`src/rtl/core/dpaq_pkg.sv`:
```
// Package for the dual priority action queue: beat structs, codes, FSM state.
// No dependencies; every other file but assert_macros.svh uses it by scoped names.
package dpaq_pkg;

  // Operation codes carried in cmd_t.operation
  localparam logic [2:0] OP_PUSH       = 3'd0;
  localparam logic [2:0] OP_POP        = 3'd1;
  localparam logic [2:0] OP_PEEK       = 3'd2;
  localparam logic [2:0] OP_DELETE     = 3'd3;
  localparam logic [2:0] OP_SET_EXP    = 3'd4;
  localparam logic [2:0] OP_SET_NORMAL = 3'd5;

  // Input beat
  typedef struct packed {
    logic [2:0] operation;
    logic [7:0] action_in;
    logic [7:0] position;
  } cmd_t;

  // Result beat
  typedef struct packed {
    logic [7:0] action_out;
    logic       push_accepted;
    logic [2:0] expedited_count;
    logic [4:0] normal_count;
    logic       expedited_mode;
  } res_t;

  // Controller states
  typedef enum logic [1:0] {
    ST_IDLE,
    ST_EXEC,
    ST_RESP
  } state_t;

  // Source of the result action code
  typedef enum logic [1:0] {
    SRC_ZERO,
    SRC_EMPTY,
    SRC_EXP,
    SRC_NRM
  } src_t;

  // Controller to datapath commands
  typedef struct packed {
    logic load;
    logic exec;
    logic respond;
  } ctrl_t;

endpackage

```
`src/rtl/core/dual_priority_action_queue_top.sv`:
```
// Top level of the dual priority action queue: controller plus datapath.
// Depends on dpaq_pkg, dpaq_controller and dpaq_datapath.
//
//   Channel   Handshake            Payload
//   command   start / busy         cmd    (dpaq_pkg::cmd_t)
//   result    done (one cycle)     result (dpaq_pkg::res_t)
//   config    cfg_we               cfg_data (empty code)
//
// Each command is accepted in ST_IDLE, then passes through ST_EXEC (pointer
// update and store access with registered read) and ST_RESP, where done is
// high; only then can the next command be accepted. Reset clears pointers,
// mode and empty code; the stores need no clearing. The receiver cannot
// stall; busy is high in ST_EXEC and ST_RESP, from after the accept edge
// through the result cycle.
module dual_priority_action_queue_top #(
  parameter int EXPEDITED_DEPTH = 8,
  parameter int NORMAL_DEPTH    = 32
) (
  input  logic           clk,
  input  logic           rst,
  input  logic           start,
  output logic           busy,
  input  dpaq_pkg::cmd_t cmd,
  output logic           done,
  output dpaq_pkg::res_t result,
  input  logic           cfg_we,
  input  logic [7:0]     cfg_data
);

  dpaq_pkg::ctrl_t ctrl;

  dpaq_controller u_ctrl (
    .clk   (clk),
    .rst   (rst),
    .start (start),
    .busy  (busy),
    .ctrl  (ctrl)
  );

  dpaq_datapath #(
    .EXPEDITED_DEPTH (EXPEDITED_DEPTH),
    .NORMAL_DEPTH    (NORMAL_DEPTH)
  ) u_dp (
    .clk      (clk),
    .rst      (rst),
    .ctrl     (ctrl),
    .cmd      (cmd),
    .cfg_we   (cfg_we),
    .cfg_data (cfg_data),
    .result   (result)
  );

  // Result strobe on the response cycle
  assign done = ctrl.respond;

endmodule

```
`src/rtl/core/dpaq_controller.sv`:
```
// Sequencing FSM for the dual priority action queue: accept, execute, respond.
// Depends on dpaq_pkg.
module dpaq_controller (
  input  logic            clk,
  input  logic            rst,
  input  logic            start,
  output logic            busy,
  output dpaq_pkg::ctrl_t ctrl
);

  dpaq_pkg::state_t state, state_next;

  // State register
  always_ff @(posedge clk) begin
    if (rst) begin
      state <= dpaq_pkg::ST_IDLE;
    end else begin
      state <= state_next;
    end
  end

  // Next state: idle, then execute, then respond
  always_comb begin
    state_next = state;
    case (state)
      dpaq_pkg::ST_IDLE: begin
        if (start) state_next = dpaq_pkg::ST_EXEC;
      end
      dpaq_pkg::ST_EXEC: begin
        state_next = dpaq_pkg::ST_RESP;
      end
      dpaq_pkg::ST_RESP: begin
        state_next = dpaq_pkg::ST_IDLE;
      end
      default: begin
        state_next = dpaq_pkg::ST_IDLE;
      end
    endcase
  end

  // Outputs: datapath commands and busy
  always_comb begin
    ctrl = '0;
    busy = 1'b1;
    case (state)
      dpaq_pkg::ST_IDLE: begin
        busy      = 1'b0;
        ctrl.load = start;
      end
      dpaq_pkg::ST_EXEC: begin
        ctrl.exec = 1'b1;
      end
      dpaq_pkg::ST_RESP: begin
        ctrl.respond = 1'b1;
      end
      default: begin
        busy = 1'b1;
      end
    endcase
  end

endmodule

```
`src/rtl/core/dpaq_datapath.sv`:
```
// Datapath for the dual priority action queue: both stores, pointers, mode
// flag, empty code register and result formation. Depends on dpaq_pkg.
module dpaq_datapath #(
  parameter int EXPEDITED_DEPTH = 8,
  parameter int NORMAL_DEPTH    = 32
) (
  input  logic            clk,
  input  logic            rst,
  input  dpaq_pkg::ctrl_t ctrl,
  input  dpaq_pkg::cmd_t  cmd,
  input  logic            cfg_we,
  input  logic [7:0]      cfg_data,
  output dpaq_pkg::res_t  result
);

  localparam int EW   = $clog2(EXPEDITED_DEPTH);
  localparam int NW   = $clog2(NORMAL_DEPTH);
  localparam int EPAD = 8 - EW;
  localparam int NPAD = 8 - NW;

  dpaq_pkg::cmd_t cmd_q;
  logic [7:0]     empty_code;
  logic [EW-1:0]  exp_head, exp_head_next, exp_tail, exp_tail_next;
  logic [NW-1:0]  nrm_head, nrm_head_next, nrm_tail, nrm_tail_next;
  logic           mode, mode_next;
  dpaq_pkg::src_t src, src_next;
  logic           accepted, accepted_next;

  logic [7:0] exp_mem [EXPEDITED_DEPTH];
  logic [7:0] nrm_mem [NORMAL_DEPTH];
  logic [7:0] exp_rdata, nrm_rdata;

  logic          exp_we, nrm_we;
  logic [EW-1:0] exp_waddr, exp_raddr;
  logic [NW-1:0] nrm_waddr, nrm_raddr;
  logic [7:0]    exp_wdata, nrm_wdata;

  logic [EW-1:0] exp_cnt, exp_slot;
  logic [NW-1:0] nrm_cnt, nrm_slot;
  logic [7:0]    exp_cnt8, nrm_cnt8, rem;
  logic          in_exp, in_nrm, exp_full, nrm_full;
  logic [EW+7:0] exp_cnt_wide;
  logic [NW+7:0] nrm_cnt_wide;

  // Capture the command beat and the empty code
  always_ff @(posedge clk) begin
    if (ctrl.load) cmd_q <= cmd;
  end

  always_ff @(posedge clk) begin
    if (rst) begin
      empty_code <= '0;
    end else if (cfg_we) begin
      empty_code <= cfg_data;
    end
  end

  // Occupancy, full flags and combined-position lookup
  always_comb begin
    exp_cnt  = exp_tail - exp_head;
    nrm_cnt  = nrm_tail - nrm_head;
    exp_full = (exp_tail + EW'(1)) == exp_head;
    nrm_full = (nrm_tail + NW'(1)) == nrm_head;
    exp_cnt8 = {{EPAD{1'b0}}, exp_cnt};
    nrm_cnt8 = {{NPAD{1'b0}}, nrm_cnt};
    in_exp   = cmd_q.position < exp_cnt8;
    rem      = cmd_q.position - exp_cnt8;
    in_nrm   = !in_exp && (rem < nrm_cnt8);
    exp_slot = exp_head + cmd_q.position[EW-1:0];
    nrm_slot = nrm_head + rem[NW-1:0];
  end

  // Decode the operation into pointer, store and flag updates
  always_comb begin
    exp_head_next = exp_head;
    exp_tail_next = exp_tail;
    nrm_head_next = nrm_head;
    nrm_tail_next = nrm_tail;
    mode_next     = mode;
    src_next      = dpaq_pkg::SRC_ZERO;
    accepted_next = 1'b0;
    exp_we        = 1'b0;
    nrm_we        = 1'b0;
    exp_waddr     = exp_tail;
    nrm_waddr     = nrm_tail;
    exp_wdata     = cmd_q.action_in;
    nrm_wdata     = cmd_q.action_in;
    exp_raddr     = exp_head;
    nrm_raddr     = nrm_head;
    case (cmd_q.operation)
      dpaq_pkg::OP_PUSH: begin
        if (mode) begin
          if (!exp_full) begin
            exp_we        = 1'b1;
            exp_tail_next = exp_tail + EW'(1);
            accepted_next = 1'b1;
          end
        end else if (!nrm_full) begin
          nrm_we        = 1'b1;
          nrm_tail_next = nrm_tail + NW'(1);
          accepted_next = 1'b1;
        end
      end
      dpaq_pkg::OP_POP: begin
        if (exp_cnt != '0) begin
          src_next      = dpaq_pkg::SRC_EXP;
          exp_head_next = exp_head + EW'(1);
        end else if (nrm_cnt != '0) begin
          src_next      = dpaq_pkg::SRC_NRM;
          nrm_head_next = nrm_head + NW'(1);
        end else begin
          src_next = dpaq_pkg::SRC_EMPTY;
        end
      end
      dpaq_pkg::OP_PEEK: begin
        exp_raddr = exp_slot;
        nrm_raddr = nrm_slot;
        if (in_exp) begin
          src_next = dpaq_pkg::SRC_EXP;
        end else if (in_nrm) begin
          src_next = dpaq_pkg::SRC_NRM;
        end else begin
          src_next = dpaq_pkg::SRC_EMPTY;
        end
      end
      dpaq_pkg::OP_DELETE: begin
        exp_waddr = exp_slot;
        nrm_waddr = nrm_slot;
        exp_wdata = empty_code;
        nrm_wdata = empty_code;
        if (in_exp) begin
          exp_we = 1'b1;
        end else if (in_nrm) begin
          nrm_we = 1'b1;
        end
      end
      dpaq_pkg::OP_SET_EXP: begin
        mode_next = 1'b1;
      end
      dpaq_pkg::OP_SET_NORMAL: begin
        mode_next = 1'b0;
      end
      default: begin
        mode_next = mode;
      end
    endcase
  end

  // Advance pointers and mode on the execute cycle
  always_ff @(posedge clk) begin
    if (rst) begin
      exp_head <= '0;
      exp_tail <= '0;
      nrm_head <= '0;
      nrm_tail <= '0;
      mode     <= 1'b0;
    end else if (ctrl.exec) begin
      exp_head <= exp_head_next;
      exp_tail <= exp_tail_next;
      nrm_head <= nrm_head_next;
      nrm_tail <= nrm_tail_next;
      mode     <= mode_next;
    end
  end

  // Hold result selectors for the response cycle
  always_ff @(posedge clk) begin
    if (ctrl.exec) begin
      src      <= src_next;
      accepted <= accepted_next;
    end
  end

  // Expedited store: one write port, one registered read port
  always_ff @(posedge clk) begin
    if (ctrl.exec && exp_we) exp_mem[exp_waddr] <= exp_wdata;
    if (ctrl.exec) exp_rdata <= exp_mem[exp_raddr];
  end

  // Normal store: one write port, one registered read port
  always_ff @(posedge clk) begin
    if (ctrl.exec && nrm_we) nrm_mem[nrm_waddr] <= nrm_wdata;
    if (ctrl.exec) nrm_rdata <= nrm_mem[nrm_raddr];
  end

  // Form the result beat from updated state and read data
  always_comb begin
    exp_cnt_wide = {8'd0, exp_cnt};
    nrm_cnt_wide = {8'd0, nrm_cnt};
    result.push_accepted   = accepted;
    result.expedited_count = exp_cnt_wide[2:0];
    result.normal_count    = nrm_cnt_wide[4:0];
    result.expedited_mode  = mode;
    case (src)
      dpaq_pkg::SRC_EMPTY: result.action_out = empty_code;
      dpaq_pkg::SRC_EXP:   result.action_out = exp_rdata;
      dpaq_pkg::SRC_NRM:   result.action_out = nrm_rdata;
      default:             result.action_out = 8'd0;
    endcase
  end

endmodule

```
`config.mk`:
```
export PLATFORM = sky130hd
export DESIGN_NAME = dual_priority_action_queue_top
export DESIGN_NICKNAME = d
export VERILOG_FILES = /design/src/rtl/core/dpaq_pkg.sv /design/src/rtl/core/dual_priority_action_queue_top.sv /design/src/rtl/core/dpaq_controller.sv /design/src/rtl/core/dpaq_datapath.sv
export SDC_FILE = /design/constraint.sdc
export NUM_CORES = 1
export LEC_CHECK = 0
export ABC_AREA = 1
export BUFFER_PORTS_ARGS = -buffer_cell sky130_fd_sc_hd__buf_2
export CORE_MARGIN = 5
export CORE_UTILIZATION = 50
export CTS_CLUSTER_SIZE = 28
export DETAILED_ROUTE_END_ITERATION = 12
export PLACE_DENSITY = 0.77
export SYNTH_ARGS = -nofsm -noshare
export SYNTH_HDL_FRONTEND = slang
export SYNTH_SLANG_ARGS = --single-unit
```
`constraint.sdc`:
```
create_clock -name clk -period 4.5 [get_ports clk]
set_input_delay 0.45 -clock clk [delete_from_list [all_inputs] [get_ports clk]]
set_output_delay 0.45 -clock clk [all_outputs]
set_load 0.005 [all_outputs]
```
### After elaboration in Yosys (flattened, before gate mapping)

Memories as Yosys holds them, arrays and structs flattened. A register that Yosys moved wholly into a read port is not among the register bits.
Index checks and enable logic that the tools add are counted.

* memories kept: 2
* register bits: 49
* input port bits: 31
* memory bits (writable): 320
* output and inout port bits: 20
* logic and storage cells: 88

Memories
* u_dp.nrm_mem: depth 32, width 8, rd ports 1, clocked after memory_dff 1, write ports 1, RTL line dpaq_datapath.sv:30 `logic [7:0] nrm_mem [NORMAL_DEPTH];`
* u_dp.exp_mem: depth 8, width 8, rd ports 1, clocked after memory_dff 1, write ports 1, RTL line dpaq_datapath.sv:29 `logic [7:0] exp_mem [EXPEDITED_DEPTH];`

* equality and inequality tests: 13
* bitwise gates (word level): 4
* add/sub/neg operators: 9
* magnitude comparators: 2
* muxes and demuxes: 32
* reductions and logical operators: 14

Operators by type and width (number)
* $pmux 8 s3: 1
* $mux 1: 16
* $reduce_and 4->1: 3
* $add 5x1->5 const B: 2
* $mux 2: 5
* $mux 5: 2
* $lt 8x3->1: 1
* $lt 8x5->1: 1
* $mux 8: 1
* $pmux 2 s2: 2
* $sub 8x3->8: 1
* $add 3x1->3 const B: 2
* $eq 2x2->1 const B: 3
* $eq 3x2->1 const B: 2
* $eq 3x3->1 const B: 2
* $mux 3: 2
* $pmux 1 s2: 3
* $add 5x5->5: 1
* $eq 5x5->1: 1
* $reduce_bool 5->1: 1
* $sub 5x5->5: 1
* $eq 2x1->1 const B: 2
* $not 1->1: 4
* $add 3x3->3: 1
* 12 further kinds: 14

### Logic depth before layout (Yosys ltp)

* depth after elaboration: 10
* gate-level depth with buffers: 22
* gate-level depth less buffers: 22

### By module

A second synthesis with hierarchy kept.

* cell total of the unflattened synthesis: 1382
* area, all modules: 16654.7 um^2

By module, submodules not included
* dpaq_datapath: times used 1, area each 16560.9 um^2, cells each 1369, seq. area each 11250.8 um^2
* dpaq_controller: times used 1, area each 93.8 um^2, cells each 13, seq. area each 40.0 um^2

### Worst setup path after synthesis

No wires, ideal clock.

* kind: register to register
* start point: register u_dp.exp_head[0]
* end point: memory u_dp.nrm_mem[20][0] (enable)
* arrival time: 3658 ps
* slack: 472 ps
* path buffers: 0
* required time: 4130 ps
* stages on the path, launching flop included: 19
* setup time: 370 ps
* period minus slack after synthesis: 4028 ps
* path through: dfxtp_1 ha_1 inv_1 fa_1 xnor2_1 or2_2 nand2_1 inv_1 ha_1 a21oi_1 nand2_1 xor2_1 ha_1 nand3b_1 nand3_1 o21ai_0 inv_1 nand4_1 nor2_1

RTL lines
* start: declaration: RTL line dpaq_datapath.sv:23 `logic [EW-1:0] exp_head, exp_head_next, exp_tail, exp_tail_next;`
* start signal: assignment: RTL line dpaq_datapath.sv:158 `exp_head <= exp_head_next;`
* end: declaration: RTL line dpaq_datapath.sv:30

### Final worst setup path

* start point: register u_dp.exp_tail[0]
* end point: memory u_dp.nrm_mem[25][2] (enable)

* word-level cells in the longest chain between the ends: 10
* elaborated cells between the ends (all ways): 14
* those cells by class: 3 x add/sub; 2 x order compare; 6 x mux; 3 x reduce/logical

RTL lines
* start: declaration: RTL line dpaq_datapath.sv:23
* start signal: assignment: RTL line dpaq_datapath.sv:159 `exp_tail <= exp_tail_next;`
* $sub 3x3->3 *: RTL line dpaq_datapath.sv:60 `exp_cnt = exp_tail - exp_head;`
* $sub 8x3->8 / $lt 8x3->1 (equally long branches): RTL line dpaq_datapath.sv:67, dpaq_datapath.sv:66
* $lt 8x5->1 / $logic_not 1->1 (equally long branches): RTL line dpaq_datapath.sv:68 `in_nrm = !in_exp && (rem < nrm_cnt8);`
* $logic_and 1x1->1: RTL line dpaq_datapath.sv:68
* $mux 1: RTL line dpaq_datapath.sv:133 `end else if (in_nrm) begin`
* $mux 1: RTL line dpaq_datapath.sv:131 `if (in_exp) begin`
* $pmux 1 s2: RTL line dpaq_datapath.sv:90 `case (cmd_q.operation)`
* $logic_and 1x1->1: RTL line dpaq_datapath.sv:182 `if (ctrl.exec && nrm_we) nrm_mem[nrm_waddr] <= nrm_wdata;`
* $mux 1: RTL line dpaq_datapath.sv:182
* $mux 1 (implied by the code): RTL line dpaq_datapath.sv:182

Every way passes the cells marked *; elsewhere a longest branch is shown, timed or not.

==> out/results.tsv <==
metric	value	unit
first-pass GRT wire length	67.2	mm
hold path start	cmd[2]	
IO buf count	50	
Vias/cell	5.39	
cell row count	69	
Initial DRT Pass Iterations	6	
post-DR wirelength/cell	18.3	um
clock slew at reported path FFs	0.06	ns
Starting Density	50.4	%
Remaining Overflow, GRT	0	
CP required	4.73	ns
gpl congestion	0.929	
Fin. Hold Viols	0	
r2r setup slk	0.24	ns
fin crit period	4.26	ns
dpl hpwl	28.9	mm
Max Freq	235	MHz
core outline area	0.0354	mm2
Die W	199	um
worst r2r src	u_dp.exp_tail[0]$_SDFFE_PP0P_	
CTS Root Cell	clkbuf_16	
CP max FO	5	
total power	7.57	mW
register area share after synthesis	63.3	%
vias in the first global route	12400	
antenna-violating nets left	0	
Fillers	2875	
latest clock arrival within the worst-skew pair	0.54	ns
post-synthesis cell count	1805	
CP max-delay cell	fa_1	
synthesized area	0.0178	mm2
Yosys reg bits	385	
final routed DRC violation total	0	
Syn Nets	1862	
dpl ws	0.179	ns
die area	0.0396	mm2
hold path cells	1	
Multi-input gate area	0.00501	mm2
status	complete, no violations	
final worst slack	0.240	ns
Hold Path End	u_dp.cmd_q[2]$_DFFE_PP_	
period utilization	94.7	%
Clock Skew	0.0302	ns
max_slew headroom	22.6	%
H-tree Lvls	2	
clock buffer depth	3	
setup TNS	0	ns
largest net degree at the start of global routing	81	
Avg Cell Area, Syn	9.88	um2
gr usage total	21.9	%
Worst R2R End	u_dp.nrm_mem[25][2]$_DFFE_PP_	
PD cells	374	mW/mm2
Reg area	0.0113	mm2
Setup violations, final	0	
# nets final	1957	
# clock sinks	385	
initial antenna violation count	0	
CP Class	flop to flop	
Critical Path AT	4.49	ns
vias post-DR	12900	
crit-path cells	inv_1 > ha_1 > inv_1 > fa_1 > xnor2_1 > or2_2 > nand2_1 > inv_1 > ha_1 > xor2_1 > ha_1 > a21oi_1 > nand2_1 > nand2_1 > nand3_1 > o21ai_0 > buf_4 > nand4_1 > buf_4 > nor2_1 > buf_4	
Critical Path End Type	flop	
HP Class	input port to flop	
Syn. warnings	0	
Worst VDD drop	0.367	mV
Unique masters post-synth	33	
Chip Height	199	um
wirelength, routed	43.7	mm
reg2reg path depth	21	
slowest stage delay, CP	0.39	ns
Slew @ Worst Pin	1.16	ns
area grow syn2layout	13.5	%
ant diodes	0	
unrepaired setup endpoints after global routing	no	
ratio of cells with drive above 1 in the final layout	11.8	%
max cap viols	0	
CTS tree	built	
CP startpoint kind	flop	
1st-iter DRT viols	1344	
TritonCTS Buffers	38	
Ports	51	
leak pwr	8.55	nW
Final Max Slew Viols	0	
## critical path, delay by kind of cell, from the launching register on
kind / cells / cell delay (ns)
buf+inv: 6 / 0.75
fa+ha+maj: 4 / 1.25
flops: 1 / 0.32
compound gates: 2 / 0.34
xor+xnor: 2 / 0.45
simple gates: 7 / 0.82
## cells by family (layout without fill, tap and decap cells)
family / Yosys count / after routing / synth area share, %
adders and majority gates: 26 / 26 / 2.03
AOI/OAI and AO/OA: 120 / 120 / 3.89
DFF: 385 / 385 / 63.3
buffers and inverters: 415 / 538 / 9.12
and+or+nand+nor: 838 / 838 / 20.6
xor gates and xnor gates: 21 / 21 / 1.03
## timing repair
action	CTS	global route
hold buffers	0	0
endpoints found under the hold margin	0	0
setup endpoints to repair	0	175
setup buffers	0	4
resized for setup	0	3
## cell usage after synthesis, drive strengths merged
library cell | count | area, um2
nor3 | 4 | 20.0
fa | 5 | 100
o21bai | 1 | 7.51
nor2 | 112 | 430
o21ai | 71 | 389
ha | 21 | 263
clkbuf | 30 | 113
xnor2 | 6 | 52.6
o211ai | 22 | 165
nand4 | 14 | 87.6
nand2 | 369 | 1400
nand3b | 2 | 15.0
inv | 342 | 1280
o21a | 1 | 7.51
dfxtp | 27 | 541
xor2 | 15 | 131
or2 | 19 | 119
nand3 | 318 | 1610
edfxtp | 358 | 10800
buf | 43 | 230
a21oi | 25 | 125
## metal layers
layer	global-route usage [%]	up-vias	share of wire [%]
met5	0	-	0
met2	37.6	560	49
met3	3.42	92	8.0
met1	29.2	6116	41
li1	-	6120	-
met4	6.26	0	2.8
## per-stage QoR
step / instances / util (%) / hold WS, ns / instance area [um2]
final: 2389 / 57.2 / 0.0896 / 20200
after global routing: 2389 / 57.2 / 0.0693 / 20200
after CTS: 2385 / 57.0 / 0.0673 / 20200
after detailed placement: 2317 / 53.6 / 0.522 / 19000
after global placement: 2317 / 53.6 / 0.506 / 19000
after floorplan: 1805 / - / 0.444 / 17800
## state kept, by name (all words and copies together), names as in the netlist
name / cells
u_ctrl.state: 2
u_dp.accepted: 1
u_dp.cmd_q: 19
u_dp.empty_code: 8
u_dp.exp_head: 3
u_dp.exp_mem: 64
u_dp.exp_rdata: 8
u_dp.exp_tail: 3
u_dp.mode: 1
u_dp.nrm_head: 5
u_dp.nrm_mem: 256
u_dp.nrm_rdata: 8
u_dp.nrm_tail: 5
u_dp.src: 2
## where the power goes
group	internal, mW	total, mW	switching (mW)	leakage, nW
clock network	1.79	3.09	1.30	0.596
registers	3.97	3.99	0.0188	3.46
logic	0.130	0.485	0.355	4.49
total	5.89	7.57	1.68	8.55
## worst max path at each step
stage                                    endpoint  slack (ns)                          start  cells after the start
detailed placement  u_dp.nrm_mem[19][7]$_DFFE_PP_        0.18  u_dp.exp_tail[0]$_SDFFE_PP0P_                     20
finish              u_dp.nrm_mem[25][2]$_DFFE_PP_        0.24  u_dp.exp_tail[0]$_SDFFE_PP0P_                     21
global placement    u_dp.nrm_mem[19][3]$_DFFE_PP_        0.31  u_dp.exp_tail[0]$_SDFFE_PP0P_                     20
CTS                 u_dp.nrm_mem[19][7]$_DFFE_PP_        0.14  u_dp.exp_tail[0]$_SDFFE_PP0P_                     20
floorplan           u_dp.nrm_mem[20][0]$_DFFE_PP_        0.47  u_dp.exp_head[0]$_SDFFE_PP0P_                     18
global route         u_dp.nrm_mem[9][3]$_DFFE_PP_       0.003  u_dp.exp_tail[0]$_SDFFE_PP0P_                     20
## area by class of cell
cell class / instances / share of cell area, %
inverter: 342 / 6.34
clock inverter: 23 / 0.915
timing repair buffer: 128 / 4.32
tap: 461 / 2.85
clock buffer: 45 / 5.03
multi-input combinational: 1005 / 24.7
sequential: 385 / 55.8
## cells in the final DEF (no fill, tap or decap), types with 19 or more instances in the layout
cell type	instances
nand2_1	363
o211ai_1	22
inv_1	340
buf_2	50
ha_1	21
dfxtp_1	27
nor2_1	110
clkbuf_16	39
a21oi_1	25
o21ai_0	49
nand3_1	315
edfxtp_1	358
buf_4	75
or2_2	19
(Power assumes the default switching activity.)
